`config.mk`:
```
export PLATFORM = sky130hd
export DESIGN_NAME = stepper_axis_controller
export DESIGN_NICKNAME = d
export VERILOG_FILES = /design/src/rtl/sac_pkg.sv /design/src/rtl/stepper_axis_controller.sv
export SDC_FILE = /design/constraint.sdc
export NUM_CORES = 1
export LEC_CHECK = 0
export BUFFER_PORTS_ARGS = -buffer_cell sky130_fd_sc_hd__clkbuf_2
export CAP_MARGIN = 20
export CORE_UTILIZATION = 54
export DETAILED_ROUTE_END_ITERATION = 7
export PLACE_DENSITY = 0.74
export SKIP_CTS_REPAIR_TIMING = 1
export SLEW_MARGIN = 20
export SYNTH_ARGS = -nofsm -noshare
export SYNTH_HDL_FRONTEND = slang
export SYNTH_SLANG_ARGS = --single-unit
```
`constraint.sdc`:
```
create_clock -name clk -period 8.9 [get_ports clk]
set_input_delay 0.89 -clock clk [delete_from_list [all_inputs] [get_ports clk]]
set_output_delay 0.89 -clock clk [all_outputs]
set_load 0.01 [all_outputs]
```
`src/rtl/sac_pkg.sv`:
```
// Shared types, codes and constants for the stepper axis controller.
package sac_pkg;

	localparam int unsigned POSITION_WIDTH_DEF = 24;
	localparam int unsigned VALUE_W            = 24;
	localparam int unsigned AXIS_MAX_W         = 23;
	localparam logic [AXIS_MAX_W-1:0] AXIS_MAX_RST = 23'd4200;
	localparam logic        SENSOR_HIGH_RST    = 1'b1;

	typedef enum logic [1:0] {
		MODE_TICK = 2'd0,
		MODE_REL  = 2'd1,
		MODE_ABS  = 2'd2,
		MODE_HOME = 2'd3
	} mode_t;

	typedef enum logic [1:0] {
		DIR_NONE = 2'd0,
		DIR_UP   = 2'd1,
		DIR_DOWN = 2'd2
	} dir_t;

	typedef enum logic {
		REG_AXIS_MAX    = 1'b0,
		REG_SENSOR_HIGH = 1'b1
	} cfg_reg_t;

	// full-step drive pattern, bit3 is the first coil
	function automatic logic [3:0] phase_coils(input logic [1:0] phase);
		logic [3:0] pat;
		case (phase)
			2'd0:    pat = 4'h9;
			2'd1:    pat = 4'hC;
			2'd2:    pat = 4'h6;
			2'd3:    pat = 4'h3;
			default: pat = 4'h0;
		endcase
		return pat;
	endfunction

endpackage

```
`src/rtl/stepper_axis_controller.sv`:
```
// Stepper axis controller: one full-step unipolar axis with endstops and homing.
// A word passes the input register, then the state update and the result register,
//   which are both written in one pass.
// Throughput: one word per cycle; the input register takes a new word when it is
//   empty, or when its word moves on because the result register is empty or drains.
// Reset (arst_n low, async): axis stopped, position/target/phase 0, coils off,
//   axis_max 4200, sensors active high, no words in flight.
module stepper_axis_controller
	import sac_pkg::*;
#(
	parameter int unsigned POSITION_WIDTH = POSITION_WIDTH_DEF
) (
	input  logic                  clk,
	input  logic                  arst_n,
	// input stream
	input  logic                  s_tvalid,
	output logic                  s_tready,
	input  logic [31:0]           s_tdata,   // move_value[23:0], home_level[24], ext_level[25]
	input  logic [1:0]            s_tuser,   // mode[1:0]
	// result stream
	output logic                  m_tvalid,
	input  logic                  m_tready,
	output logic [55:0]           m_tdata,   // coils[3:0], is_moving[4], is_homing[5],
	                                         // position_out[29:6], target_out[53:30]
	// register writes
	input  logic                  cfg_valid,
	output logic                  cfg_ready,
	input  logic                  cfg_index,
	input  logic [AXIS_MAX_W-1:0] cfg_data
);

	localparam int unsigned PW = POSITION_WIDTH;
	// arithmetic width: covers position, 24-bit move value and their sum
	localparam int unsigned CW = ((PW > VALUE_W) ? PW : VALUE_W) + 2;
	localparam logic signed [CW-1:0] POS_MAX_X = CW'((64'sd1 <<< (PW - 1)) - 64'sd1);
	localparam logic signed [CW-1:0] POS_MIN_X = -POS_MAX_X - CW'(1);
	localparam logic signed [PW-1:0] POS_MAX   = POS_MAX_X[PW-1:0];
	localparam logic signed [PW-1:0] POS_MIN   = POS_MIN_X[PW-1:0];

	// ---------------------------------------------------------------
	// configuration registers
	// ---------------------------------------------------------------
	logic [AXIS_MAX_W-1:0] axis_max_q;
	logic                  sens_high_q;

	assign cfg_ready = 1'b1;

	always_ff @(posedge clk or negedge arst_n) begin
		if (!arst_n) begin
			axis_max_q  <= AXIS_MAX_RST;
			sens_high_q <= SENSOR_HIGH_RST;
		end else if (cfg_valid && cfg_ready) begin
			case (cfg_reg_t'(cfg_index))
				REG_AXIS_MAX:    axis_max_q  <= cfg_data;
				REG_SENSOR_HIGH: sens_high_q <= cfg_data[0];
				default: ;
			endcase
		end
	end

	// ---------------------------------------------------------------
	// stage 1: input register
	// ---------------------------------------------------------------
	logic                      valid_s1;
	mode_t                     mode_s1;
	logic signed [VALUE_W-1:0] value_s1;
	logic                      home_s1;
	logic                      ext_s1;
	logic                      valid_s2;
	logic                      advance;

	// stage 1 moves on whenever the result register is free or being drained
	assign advance  = valid_s1 && (!valid_s2 || m_tready);
	assign s_tready = !valid_s1 || advance;

	always_ff @(posedge clk or negedge arst_n) begin
		if (!arst_n) begin
			valid_s1 <= 1'b0;
		end else if (s_tready) begin
			valid_s1 <= s_tvalid;
		end
	end

	always_ff @(posedge clk) begin
		if (s_tvalid && s_tready) begin
			mode_s1  <= mode_t'(s_tuser);
			value_s1 <= s_tdata[VALUE_W-1:0];
			home_s1  <= s_tdata[VALUE_W];
			ext_s1   <= s_tdata[VALUE_W+1];
		end
	end

	// ---------------------------------------------------------------
	// axis state
	// ---------------------------------------------------------------
	logic [1:0]           phase_q;
	logic signed [PW-1:0] pos_q;
	logic signed [PW-1:0] tgt_q;
	dir_t                 dir_q;
	logic                 moving_q;
	logic                 homing_q;
	logic [3:0]           coil_q;

	logic [1:0]           phase_d;
	logic signed [PW-1:0] pos_d;
	logic signed [PW-1:0] tgt_d;
	dir_t                 dir_d;
	logic                 moving_d;
	logic                 homing_d;
	logic [3:0]           coil_d;

	// move target arithmetic
	logic signed [CW-1:0] pos_x;
	logic signed [CW-1:0] tgt_x;
	logic signed [CW-1:0] val_x;
	logic signed [CW-1:0] amax_x;
	logic signed [CW-1:0] hi_x;
	logic signed [CW-1:0] rel_sum;
	logic signed [CW-1:0] rel_t;
	logic signed [CW-1:0] abs_t;
	logic signed [CW-1:0] goto_x;
	logic signed [PW-1:0] goto_t;

	// one step in the current direction
	logic [1:0]           step_phase;
	logic signed [PW-1:0] step_pos;
	logic [3:0]           step_coil;

	logic home_hit;
	logic ext_hit;

	always_comb begin
		pos_x  = {{(CW-PW){pos_q[PW-1]}}, pos_q};
		tgt_x  = {{(CW-PW){tgt_q[PW-1]}}, tgt_q};
		val_x  = {{(CW-VALUE_W){value_s1[VALUE_W-1]}}, value_s1};
		amax_x = {{(CW-AXIS_MAX_W){1'b0}}, axis_max_q};
		hi_x   = (amax_x > POS_MAX_X) ? POS_MAX_X : amax_x;

		// relative move: base is the target while moving, clamp to 0..hi
		rel_sum = (moving_q ? tgt_x : pos_x) + val_x;
		if (rel_sum < CW'(0)) begin
			rel_t = '0;
		end else if (rel_sum > hi_x) begin
			rel_t = hi_x;
		end else begin
			rel_t = rel_sum;
		end

		// absolute move: saturate into the position range
		if (val_x > POS_MAX_X) begin
			abs_t = POS_MAX_X;
		end else if (val_x < POS_MIN_X) begin
			abs_t = POS_MIN_X;
		end else begin
			abs_t = val_x;
		end

		goto_x = (mode_s1 == MODE_REL) ? rel_t : abs_t;
		goto_t = goto_x[PW-1:0];
	end

	always_comb begin
		step_phase = phase_q;
		step_pos   = pos_q;
		case (dir_q)
			DIR_UP: begin
				step_phase = phase_q + 2'd1;
				step_pos   = (pos_q == POS_MAX) ? pos_q : pos_q + PW'(1);
			end
			DIR_DOWN: begin
				step_phase = phase_q - 2'd1;
				step_pos   = (pos_q == POS_MIN) ? pos_q : pos_q - PW'(1);
			end
			default: ;
		endcase
		step_coil = phase_coils(step_phase);
	end

	assign home_hit = (home_s1 == sens_high_q);
	assign ext_hit  = (ext_s1 == sens_high_q);

	always_comb begin
		phase_d  = phase_q;
		pos_d    = pos_q;
		tgt_d    = tgt_q;
		dir_d    = dir_q;
		moving_d = moving_q;
		homing_d = homing_q;
		coil_d   = coil_q;

		case (mode_s1)
			MODE_TICK: begin
				if (moving_q) begin
					if (homing_q) begin
						if (home_hit) begin
							pos_d    = '0;
							tgt_d    = '0;
							homing_d = 1'b0;
							moving_d = 1'b0;
							coil_d   = '0;
						end else begin
							phase_d = step_phase;
							pos_d   = step_pos;
							coil_d  = step_coil;
						end
					end else if (dir_q == DIR_DOWN && home_hit) begin
						pos_d    = '0;
						tgt_d    = '0;
						moving_d = 1'b0;
						coil_d   = '0;
					end else if (dir_q == DIR_UP && ext_hit) begin
						tgt_d    = pos_q;
						moving_d = 1'b0;
						coil_d   = '0;
					end else if (pos_q == tgt_q) begin
						moving_d = 1'b0;
						coil_d   = '0;
					end else begin
						phase_d = step_phase;
						pos_d   = step_pos;
						coil_d  = step_coil;
					end
				end
			end
			MODE_REL, MODE_ABS: begin
				// a move onto the current position is dropped
				if (goto_t != pos_q) begin
					tgt_d    = goto_t;
					dir_d    = (goto_t > pos_q) ? DIR_UP : DIR_DOWN;
					moving_d = 1'b1;
					homing_d = 1'b0;
				end
			end
			MODE_HOME: begin
				homing_d = 1'b1;
				dir_d    = DIR_DOWN;
				moving_d = 1'b1;
			end
			default: ;
		endcase
	end

	always_ff @(posedge clk or negedge arst_n) begin
		if (!arst_n) begin
			phase_q  <= '0;
			pos_q    <= '0;
			tgt_q    <= '0;
			dir_q    <= DIR_NONE;
			moving_q <= 1'b0;
			homing_q <= 1'b0;
			coil_q   <= '0;
		end else if (advance) begin
			phase_q  <= phase_d;
			pos_q    <= pos_d;
			tgt_q    <= tgt_d;
			dir_q    <= dir_d;
			moving_q <= moving_d;
			homing_q <= homing_d;
			coil_q   <= coil_d;
		end
	end

	// ---------------------------------------------------------------
	// stage 2: result register
	// ---------------------------------------------------------------
	logic signed [CW-1:0] pos_out_x;
	logic signed [CW-1:0] tgt_out_x;
	logic [3:0]           coils_s2;
	logic                 moving_s2;
	logic                 homing_s2;
	logic [VALUE_W-1:0]   pos_s2;
	logic [VALUE_W-1:0]   tgt_s2;

	assign pos_out_x = {{(CW-PW){pos_d[PW-1]}}, pos_d};
	assign tgt_out_x = {{(CW-PW){tgt_d[PW-1]}}, tgt_d};

	always_ff @(posedge clk or negedge arst_n) begin
		if (!arst_n) begin
			valid_s2 <= 1'b0;
		end else if (advance) begin
			valid_s2 <= 1'b1;
		end else if (m_tready) begin
			valid_s2 <= 1'b0;
		end
	end

	always_ff @(posedge clk) begin
		if (advance) begin
			coils_s2  <= coil_d;
			moving_s2 <= moving_d;
			homing_s2 <= homing_d;
			pos_s2    <= pos_out_x[VALUE_W-1:0];
			tgt_s2    <= tgt_out_x[VALUE_W-1:0];
		end
	end

	assign m_tvalid = valid_s2;
	assign m_tdata  = {2'b00, tgt_s2, pos_s2, homing_s2, moving_s2, coils_s2};

	// ---------------------------------------------------------------
	// checks
	// ---------------------------------------------------------------
	a_coils_off_when_stopped: assert property (@(posedge clk) disable iff (!arst_n)
		!moving_q |-> coil_q == 4'h0)
		else $error("coils driven while axis is stopped");

	a_homing_implies_moving: assert property (@(posedge clk) disable iff (!arst_n)
		homing_q |-> moving_q && dir_q == DIR_DOWN)
		else $error("homing active without downward motion");

	a_moving_has_direction: assert property (@(posedge clk) disable iff (!arst_n)
		moving_q |-> dir_q != DIR_NONE)
		else $error("axis moving with no direction");

	a_stalled_result_kept: assert property (@(posedge clk) disable iff (!arst_n)
		valid_s2 && !m_tready |-> !advance ##1 valid_s2)
		else $error("stage 1 overwrote a stalled result");

endmodule
```
==> results of run 1 <==
## stage by stage
| stage | total power (uW) | util | std cells | hold slack (ps) | area [sq um] |
|---|---|---|---|---|---|
| after detailed placement | 3380 | 0.586 | 1724 | 484 | 12800 |
| after CTS | 4130 | 0.612 | 1756 | 419 | 13400 |
| after global routing | 4460 | 0.612 | 1757 | 429 | 13400 |
| after global placement | 3340 | 0.586 | 1724 | 463 | 12800 |
| final | 4180 | 0.612 | 1757 | 402 | 13400 |
| after floorplan | 2800 | - | 1394 | 450 | 12000 |
## worst max-delay path, delay by kind of cell (launching register included)
kind | cells | cell delay, ps
flip-flops | 1 | 530
AO/OA/AOI/OAI | 12 | 2640
adder cells (fa/ha/maj) | 4 | 1270
AND/OR/NAND/NOR | 10 | 2590
buffers and inverters | 3 | 610
XOR/XNOR | 1 | 220
multiplexers | 1 | 370
## state kept, by name, summed over array words and instances (netlist names), 4 cells and up
name,cells
tgt_q,24
pos_q,24
pos_s2,24
value_s1,24
coils_s2,4
coil_q,4
tgt_s2,24
axis_max_q,23
## power breakdown
group / leakage, uW / total (uW) / switching (uW) / internal [uW]
Sequential: 0.00185 / 1120 / 151 / 974
Combinational: 0.00367 / 2330 / 1450 / 874
Clock: 0.000271 / 731 / 335 / 396
## area by class of cell
class,count,area share
inverters,90,0.0253
flip-flops and latches,166,0.342
clock buffers,19,0.0331
well taps,280,0.0262
multi-input cells,1042,0.502
clock inverters,13,0.00927
repair buffers,147,0.0623
## logic make-up (layout without fill, tap and decap cells)
kind of cell / Yosys count / after routing
other: 2 / 3
AOI/OAI and AO/OA: 452 / 452
muxes: 28 / 28
xor gates and xnor gates: 56 / 56
adders and majority gates: 84 / 84
DFF: 166 / 166
buffers and inverters: 186 / 269
and+or+nand+nor: 419 / 419
## final timing paths
kind / start / endpoint / cells after the start
min in group clk: valid_s1$_DFFE_PN0N_ / m_tvalid$_DFFE_PN0P_ / 1
max: pos_q[0]$_DFFE_PN0P_ / tgt_s2[16]$_DFFE_PP_ / 31
max reg2reg: pos_q[0]$_DFFE_PN0P_ / tgt_s2[16]$_DFFE_PP_ / 31
min: arst_n / coil_q[3]$_DFFE_PN0P_ / 1
min reg2reg: valid_s1$_DFFE_PN0N_ / m_tvalid$_DFFE_PN0P_ / 1
max in group asynchronous: arst_n / tgt_q[17]$_DFFE_PN0P_ / 2
## per-layer routing
| layer | GRT usage | routed length [microns] | up-vias |
|---|---|---|---|
| li1 | - | - | 5203 |
| met1 | 0.436 | 15000 | 5174 |
| met2 | 0.509 | 16600 | 561 |
| met3 | 0.0443 | 2920 | 93 |
| met4 | 0.170 | 1560 | 0 |
| met5 | 0 | 0 | - |
## cells in the final DEF, fill, tap and decap left out, drive strengths merged, types with 18 or more instances in the layout
cell	synthesis	layout
nand4	20	20
nand2	189	189
mux2i	24	24
a21o	18	18
o21ai	133	133
edfxtp	82	82
nand2b	18	18
inv	89	94
xnor2	36	36
buf	19	36
a21oi	122	122
nand3	28	28
nor3	30	30
xor2	20	20
clkbuf	77	130
nor2	67	67
ha	83	83
dfrtp	79	79
==> summary.txt, run 1 <==
Yosys
  – Sequential share of the synthesized area: 0.380
  – Synthesized cell area: 12000 sq um
  – Most common cell in the netlist: nand2_1
  – Largest area contributor in the netlist: edfxtp_1
  – Synth top area cells: edfxtp_1 (20%), dfrtp_1 (16%), ha_1 (8.6%)
  – Yosys Warn Count: 0
  – Post-synthesis simple-gate area fraction: 0.165
  – Post-Synth XOR/XNOR Area: 0.0408
  – EDFF count, synth: between 80 and 90
  – Post-synth cell types: just over 80
  – Fraction of registers with async set/reset: 0.506
  – Syn avg cell area: 8.63 sq um
  – Most common flop cell mapped by yosys: edfxtp_1
  – Cells after Synth: approximately 1400
  – Top post-synthesis cells by count: nand2_1 (187), o21ai_0 (131), a21oi_1 (122)
  – Area fraction of the dominant cell type after synthesis: 0.205
  – Synth Area in Adders: 0.0881
  – Synth Area in Compound Gates: 0.239
  – Portion of netlist area occupied by mux cells: 0.0237
  – Largest family of logic cells by synthesized area: compound AO/OA/AOI/OAI gates
  – Yosys reg bits: 166

STA
  – Max Clock Skew: 13.6 ps
  – Final TNS setup: 0 ps
  – Peak Freq: roughly 120 MHz
  – Final Setup Violations: 0
  – Tmin final: 8460 ps
  – Fin. Hold Viols: 0
  – Worst Tran Pin Value: 1100 ps
  – Worst rel slew slack: 0.262
  – Slew Viols, Final: 0
  – Post-route clock period utilization: 0.950
  – Final setup margin: 442 ps
  – Unrepaired setup endpoints after global routing: no

Final layout
  – Fillcell total: 1952
  – Sequential Area: 4570 sq um
  – Layout cells sized above 1: 0.139
  – Area added between synthesis and finish: 11.2%
  – Multi-input logic area: 6710 sq um
  – Nets: 1611
  – Diode count: 0

Global route
  – First-pass GRT wire length: 56.1 mm
  – Total Routing Usage GR: 0.325
  – Largest net degree at the start of global routing: 53
  – GRT Residual Overflow: 0
  – Vias in the first global route: 10295
  – Initial antenna violation count: 0

Placement
  – GP Congestion: approximately 0.96
  – Port-buffer cells: 112
  – Pre-CTS setup slack: 694 ps
  – Post-DP HPWL: 26.3 mm

Clocking
  – Clock root buffer: clkbuf_16
  – Clk_lat worst skew: 450 ps
  – H-tree levels: 4
  – Clock buffer count from CTS: 17
  – CTS max path bufs: 2
  – CTS tree: built
  – Num Clock Sinks: 166
  – CTS clk-pin slew, worst paths: 70 ps

Power
  – Leakage power: 0.00579 uW
  – Peak supply drop: roughly 0.00014 V
  – PwrDens: ~310 nW/um^2

Route
  – Drt wl/cell: 20.6 microns
  – Drt first pass iters: 6
  – Starting DRC count in detailed routing: between 900 and 1000
  – DR vias: 11031
  – Routed Antenna Nets: 0
  – DRC Markers: 0
  – WL final: 36.1 mm
  – Vias/cell: about 6.3

Floorplan
  – Die X: around 150 microns
  – Ports: 122
  – Die area: ~23000 sq um
  – Chip Height: 151 microns
  – Row cnt: 54
  – Initial Util: 0.551
  – CORE AREA: 21800 sq um

Worst setup path
  – Crit path DAT: just under 9000 ps
  – CP Data Required Time: 9120 ps
  – Slowest cell on crit path: nor4_1
  – WS Path Type: flop to flop
  – Critical path capture point type: flop
  – Max incr delay on CP: 540 ps
  – CP startpoint kind: flop
  – Largest fanout on the critical path: 17
  – Most frequent CP cell: o21ai_0
  – R2R setup slack: 440 ps

Min path
  – Hold Path Class: input pin to async pin

Flow run
  – Max-cap violations: 0

Run status
  – Status: finished, final reports clean
(Power assumes the default switching activity.)
==> run 2: changes to the inputs <==
--- a/config.mk
+++ b/config.mk
@@ -5,6 +5,7 @@
 export SDC_FILE = /design/constraint.sdc
 export NUM_CORES = 1
 export LEC_CHECK = 0
+export ABC_AREA = 1
 export BUFFER_PORTS_ARGS = -buffer_cell sky130_fd_sc_hd__clkbuf_2
 export CAP_MARGIN = 20
 export CORE_UTILIZATION = 54
==> run 2 against run 1 <==
Effect of this change: clock skew increased by 3.3 ps; global-route usage increased by 1.5 points; register-to-register slack improved by 690 ps; non-clock buffer count decreased by 14; critical path depth increased by 1; final cell count increased by 27%; synthesized cell count increased by 32%; largest power group unchanged; core utilization decreased by 0.17 points; sequential power increased by 18%; total power increased by 24%; worst hold slack improved by 40 ps.
==> summary.txt, run 2 <==
Run status
  – Status: finished, final reports clean

Yosys
  – Yosys reg bits: 166
  – Largest area contributor in the netlist: edfxtp_1
  – Synthesized cell area: around 13000 sq um
  – Sequential share of the synthesized area: 0.345
  – Top post-synthesis cells by count: nand2_1 (510), inv_1 (196), nor2_1 (152)
  – Syn avg cell area: 7.18 sq um
  – Post-synth cell types: 60
  – Synth top area cells: edfxtp_1 (19%), dfrtp_1 (15%), nand2_1 (14%)
  – Fraction of registers with async set/reset: 0.506
  – Most common flop cell mapped by yosys: edfxtp_1
  – Cells after Synth: 1842
  – Yosys Warn Count: 0
  – Most common cell in the netlist: nand2_1
  – Area fraction of the dominant cell type after synthesis: 0.186
  – EDFF count, synth: 82

STA
  – Worst rel slew slack: 0.301
  – Minimum hold slack: 442 ps
  – Post-route clock period utilization: 0.873
  – Tmin final: 7770 ps
  – Max Clock Skew: 16.8 ps
  – Slew Viols, Final: 0
  – Fin. Hold Viols: 0
  – Unrepaired setup endpoints after global routing: no
  – Final TNS setup: 0 ps
  – Worst Tran Pin Value: 1050 ps
  – Final Setup Violations: 0
  – Peak Freq: 129 MHz

Worst setup path
  – Critical path capture point type: flop
  – CP startpoint kind: flop
  – Most frequent CP cell: nand2_1
  – Crit path DAT: slightly below 8000 ps
  – R2R setup slack: 1130 ps
  – Largest fanout on the critical path: 24
  – CP Data Required Time: between 9000 and 10000 ps
  – Slowest cell on crit path: dfrtp_1
  – WS Path Type: flop to flop
  – Max incr delay on CP: 680 ps

Power
  – Sw Ratio: 0.522
  – Psw: 2710 uW
  – Combinational power share: 0.599
  – Clock power frac: 0.147
  – PwrDens: 358 nW/um^2
  – Leakage power: 0.00692 uW
  – Sequential Power Share: 0.254
  – Peak supply drop: 0.000204 V
  – Final Power: about 5200 uW
  – Pint: about 2500 uW

Final layout
  – Area added between synthesis and finish: 9.64%
  – Layout cells sized above 1: 0.104
  – Multi-input logic area: 7410 sq um
  – Most frequent cells in the layout: nand2_1 (510), inv_1 (195), nor2_1 (152), clkbuf_2 (111), nand3_1 (102)
  – Most common cell after layout, fill and taps aside: nand2_1
  – Nets: 2044
  – Fillcell total: 2229
  – Diode count: 0
  – Sequential Area: 4570 sq um
  – Finished Core Util: 0.611
  – Finished Cell Area: 14500 sq um

Route
  – Drt wl/cell: 18.3 microns
  – Highest metal used: met4
  – Wire length on met3: between 3 and 4 mm
  – Drt first pass iters: 5
  – Routed Antenna Nets: 0
  – WL final: 40.8 mm
  – DR vias: 13033
  – DRC Markers: 0
  – Starting DRC count in detailed routing: 1369
  – Metal-1 WL: 18.5 mm
  – Vias/cell: 5.85
  – Met2 wire length: 17.7 mm

Global route
  – Total Routing Usage GR: 0.340
  – First-pass GRT wire length: 65.3 mm
  – Largest net degree at the start of global routing: 52
  – Initial antenna violation count: 0
  – GRT Residual Overflow: 0
  – Vias in the first global route: 12015

Floorplan
  – Die X: 159 microns
  – Die area: 25100 sq um
  – Row cnt: 56
  – Initial Util: 0.557
  – Ports: 122
  – Chip Height: 159 microns
  – CORE AREA: 23800 sq um

Placement
  – Area after DPL: 13900 sq um
  – GP Congestion: 1.00
  – Port-buffer cells: 112
  – Post-DP HPWL: 30.6 mm

Clocking
  – CTS max path bufs: 2
  – Num Clock Sinks: 166
  – CTS clk-pin slew, worst paths: about 70 ps
  – Clk_lat worst skew: 440 ps
  – Clock buffer count from CTS: 17
  – Clock root buffer: clkbuf_16
  – CTS tree: built
  – H-tree levels: 4

Min path
  – Hold Path Class: input pin to async pin

Flow run
  – Max-cap violations: 0
-- run 2: cell type report --
type	count	share of cell area
multi-input combinational	1365	0.511
sequential	166	0.315
inverter	214	0.0555
timing repair buffer	133	0.0497
clock buffer	18	0.0303
tap	319	0.0275
clock inverter	14	0.0112
-- run 2: power groups by stage --
stage / combinational [uW] / sequential (uW) / clock [uW]
floorplan: 2380 / 1180 / 0
global placement: 2960 / 1310 / 0
detailed placement: 3030 / 1320 / 0
CTS: 3050 / 1300 / 770
global route: 3500 / 1340 / 800
finish: 3110 / 1320 / 764
-- run 2: cell families (layout without fill, tap and decap cells) --
group / Yosys count / count (layout) / synth area share
XOR/XNOR: 59 / 59 / 0.0391
other: 2 / 3 / 0.000568
AND/OR/NAND/NOR: 867 / 867 / 0.277
flip-flops: 166 / 166 / 0.345
AO/OA/AOI/OAI: 352 / 352 / 0.162
adder cells (fa/ha/maj): 84 / 84 / 0.0800
buffers and inverters: 312 / 379 / 0.0951
-- run 2: critical path, delay by kind of cell (launching register included) --
family / cells / cell delay, ps
buffers and inverters: 5 / 750
and+or+nand+nor: 16 / 2740
AOI/OAI and AO/OA: 6 / 1830
adders and majority gates: 4 / 1210
DFF: 1 / 680
xor gates and xnor gates: 1 / 270
-- run 2: final timing paths --
path | to | cells past startpoint | startpoint
max in group asynchronous | tgt_q[12]$_DFFE_PN0P_ | 2 | arst_n
min in group clk | phase_q[1]$_DFFE_PN0P_ | 2 | phase_q[1]$_DFFE_PN0P_
worst min register to register | phase_q[1]$_DFFE_PN0P_ | 2 | phase_q[1]$_DFFE_PN0P_
worst max-delay path | tgt_s2[8]$_DFFE_PP_ | 32 | pos_q[0]$_DFFE_PN0P_
worst min-delay path | axis_max_q[21]$_DFFE_PN0P_ | 1 | arst_n
worst max register to register | tgt_s2[8]$_DFFE_PP_ | 32 | pos_q[0]$_DFFE_PN0P_
-- run 2: metrics by stage --
stage	worst slack [ps]	instances
3_5_place_dp	1470	2197
3_3_place_gp	1590	2197
6_report	1130	2229
4_1_cts	1400	2229
2_1_floorplan	3230	1843
5_1_grt	527	2229
-- run 2: routing by layer --
| metal | vias to the layer above | global-route usage |
|---|---|---|
| met4 | 0 | 0.136 |
| met5 | - | 0 |
| li1 | 6307 | - |
| met2 | 616 | 0.514 |
| met3 | 77 | 0.0618 |
| met1 | 6033 | 0.478 |
==> run 3: changes to the inputs <==
--- a/config.mk
+++ b/config.mk
@@ -8,9 +8,12 @@
 export ABC_AREA = 1
 export BUFFER_PORTS_ARGS = -buffer_cell sky130_fd_sc_hd__clkbuf_2
 export CAP_MARGIN = 20
-export CORE_UTILIZATION = 54
+export CELL_PAD_IN_SITES_DETAIL_PLACEMENT = 1
+export CELL_PAD_IN_SITES_GLOBAL_PLACEMENT = 2
+export CORE_ASPECT_RATIO = 0.8
+export CORE_UTILIZATION = 35
 export DETAILED_ROUTE_END_ITERATION = 7
-export PLACE_DENSITY = 0.74
+export PLACE_DENSITY_LB_ADDON = 0.1
 export SKIP_CTS_REPAIR_TIMING = 1
 export SLEW_MARGIN = 20
 export SYNTH_ARGS = -nofsm -noshare
==> run 3 against run 2 <==
Effect of this change: clock-buffer cell count unchanged; first-iteration DRC count shrank 28%; non-clock buffer count increased by 9; register-to-register slack better by 240 ps; worst hold slack gained 23 ps; sequential power about the same; core utilization down 21 points; highest routed layer unchanged.
==> summary.txt, run 3 (synthesis gave the netlist of run 2 again) <==
Run status
  – Status: finished, final reports clean

Clocking
  – Clk_lat worst skew: ~490 ps
  – CTS max path bufs: 2
  – H-tree levels: 4
  – Clock root buffer: clkbuf_16
  – CTS clk-pin slew, worst paths: 80 ps
  – CTS tree: built
  – Clock buffer count from CTS: 17
  – Num Clock Sinks: roughly 170

Route
  – WL final: around 52 mm
  – DRC Markers: 0
  – Starting DRC count in detailed routing: 983
  – Drt first pass iters: 5
  – Routed Antenna Nets: 0
  – Vias/cell: 5.46
  – DR vias: about 13000
  – Drt wl/cell: 21.4 microns

Worst setup path
  – Max incr delay on CP: around 650 ps
  – Slowest cell on crit path: nor2_2
  – CP top delay family: simple AND/OR/NAND/NOR gates
  – Crit path DAT: 7750 ps
  – WS Path Type: flop to flop
  – Largest fanout on the critical path: 24
  – Most frequent CP cell: nand2_1
  – Buf+Inv Stages, Crit Path: 3
  – Critical path capture point type: flop
  – CP Data Required Time: 9120 ps
  – CP startpoint kind: flop

STA
  – Max Clock Skew: 14.8 ps
  – Tmin final: roughly 7500 ps
  – Final TNS setup: 0 ps
  – Final setup margin: 1370 ps
  – Final Setup Violations: 0
  – Fin. Hold Viols: 0
  – Peak Freq: 133 MHz
  – Minimum hold slack: 465 ps
  – Worst Tran Pin Value: roughly 860 ps
  – Post-route clock period utilization: 0.846
  – Worst rel slew slack: 0.427
  – Unrepaired setup endpoints after global routing: no
  – Slew Viols, Final: 0

Final layout
  – Area added between synthesis and finish: 11.8%
  – Most common cell after layout, fill and taps aside: nand2_1
  – Most frequent cells in the layout: nand2_1 (509), inv_1 (194), nor2_1 (150), clkbuf_2 (111), nand3_1 (102)
  – Layout cells sized above 1: 0.109
  – Diode count: 0
  – Final Non-Filler Cells: about 2400
  – Multi-input logic area: roughly 7400 sq um
  – Finished Cell Area: 14800 sq um
  – Nets: roughly 2100
  – Sequential Area: 4570 sq um
  – Fillcell total: about 4700

Floorplan
  – Die area: 38600 sq um
  – Chip Height: 176 microns
  – Ports: 122
  – Row cnt: 63
  – Die X: 219 microns
  – Initial Util: 0.356
  – CORE AREA: 37100 sq um

Global route
  – GRT Residual Overflow: 0
  – Vias in the first global route: 13252
  – First-pass GRT wire length: between 70 and 80 mm
  – Total Routing Usage GR: 0.277
  – Initial antenna violation count: 0
  – Largest net degree at the start of global routing: 50

Placement
  – Area after DPL: between 10000 and 15000 sq um
  – Cell count after placement: 2373
  – Port-buffer cells: about 110
  – Pre-CTS setup slack: 1390 ps
  – GP Congestion: 0.919
  – Post-DP HPWL: a little under 40 mm

Power
  – Peak supply drop: 0.000196 V
  – Combinational power share: 0.615
  – Sequential Power Share: 0.241
  – Sw Ratio: 0.539
  – Leakage power: 0.00695 uW
  – Psw: 2930 uW
  – PwrDens: 367 nW/um^2
  – Clock power frac: 0.144
  – Pint: 2500 uW

Flow run
  – Max-cap violations: 0

Min path
  – Hold Path Class: input pin to async pin
run 3: metrics by stage:
stage	power (uW)	utilization
6_report	5430	0.399
3_3_place_gp	4510	0.382
3_5_place_dp	4600	0.382
2_1_floorplan	3560	-
5_1_grt	5890	0.399
4_1_cts	5410	0.398
run 3: final cells by class:
cell class / count / area share
multi-input combinational: 1365 / 0.502
sequential: 166 / 0.309
inverter: 214 / 0.0544
timing repair buffer: 142 / 0.0538
tap: 487 / 0.0412
clock buffer: 18 / 0.0304
clock inverter: 14 / 0.00922
run 3: path summary, 6_finish.rpt:
check / startpoint / slack (ps) / cells after the start / end
max: moving_q$_DFFE_PN0P_ / 1370 / 30 / tgt_s2[9]$_DFFE_PP_
min: arst_n / 470 / 1 / axis_max_q[0]$_DFFE_PN0P_
max reg2reg: moving_q$_DFFE_PN0P_ / 1370 / 30 / tgt_s2[9]$_DFFE_PP_
min reg2reg: phase_q[1]$_DFFE_PN0P_ / 510 / 2 / phase_q[1]$_DFFE_PN0P_
max in group asynchronous: arst_n / 7290 / 2 / tgt_q[6]$_DFFE_PN0P_
min in group clk: phase_q[1]$_DFFE_PN0P_ / 510 / 2 / phase_q[1]$_DFFE_PN0P_
run 3: layer usage:
layer | share of wire | GRT usage | vias to the layer above | wire length [microns]
met1 | 0.51 | 0.405 | 6455 | 26200
met2 | 0.42 | 0.406 | 307 | 21500
met5 | 0 | 0 | - | 0
met3 | 0.051 | 0.0528 | 50 | 2640
li1 | - | - | 6327 | -
met4 | 0.022 | 0.0851 | 0 | 1140
run 3: power by group through the flow:
stage                     Clock (uW)  Sequential (uW)  Combinational (uW)
final                            782             1310                3340
after global routing             821             1330                3730
after CTS                        803             1310                3300
after detailed placement           0             1320                3280
after global placement             0             1310                3200
after floorplan                    0             1180                2380
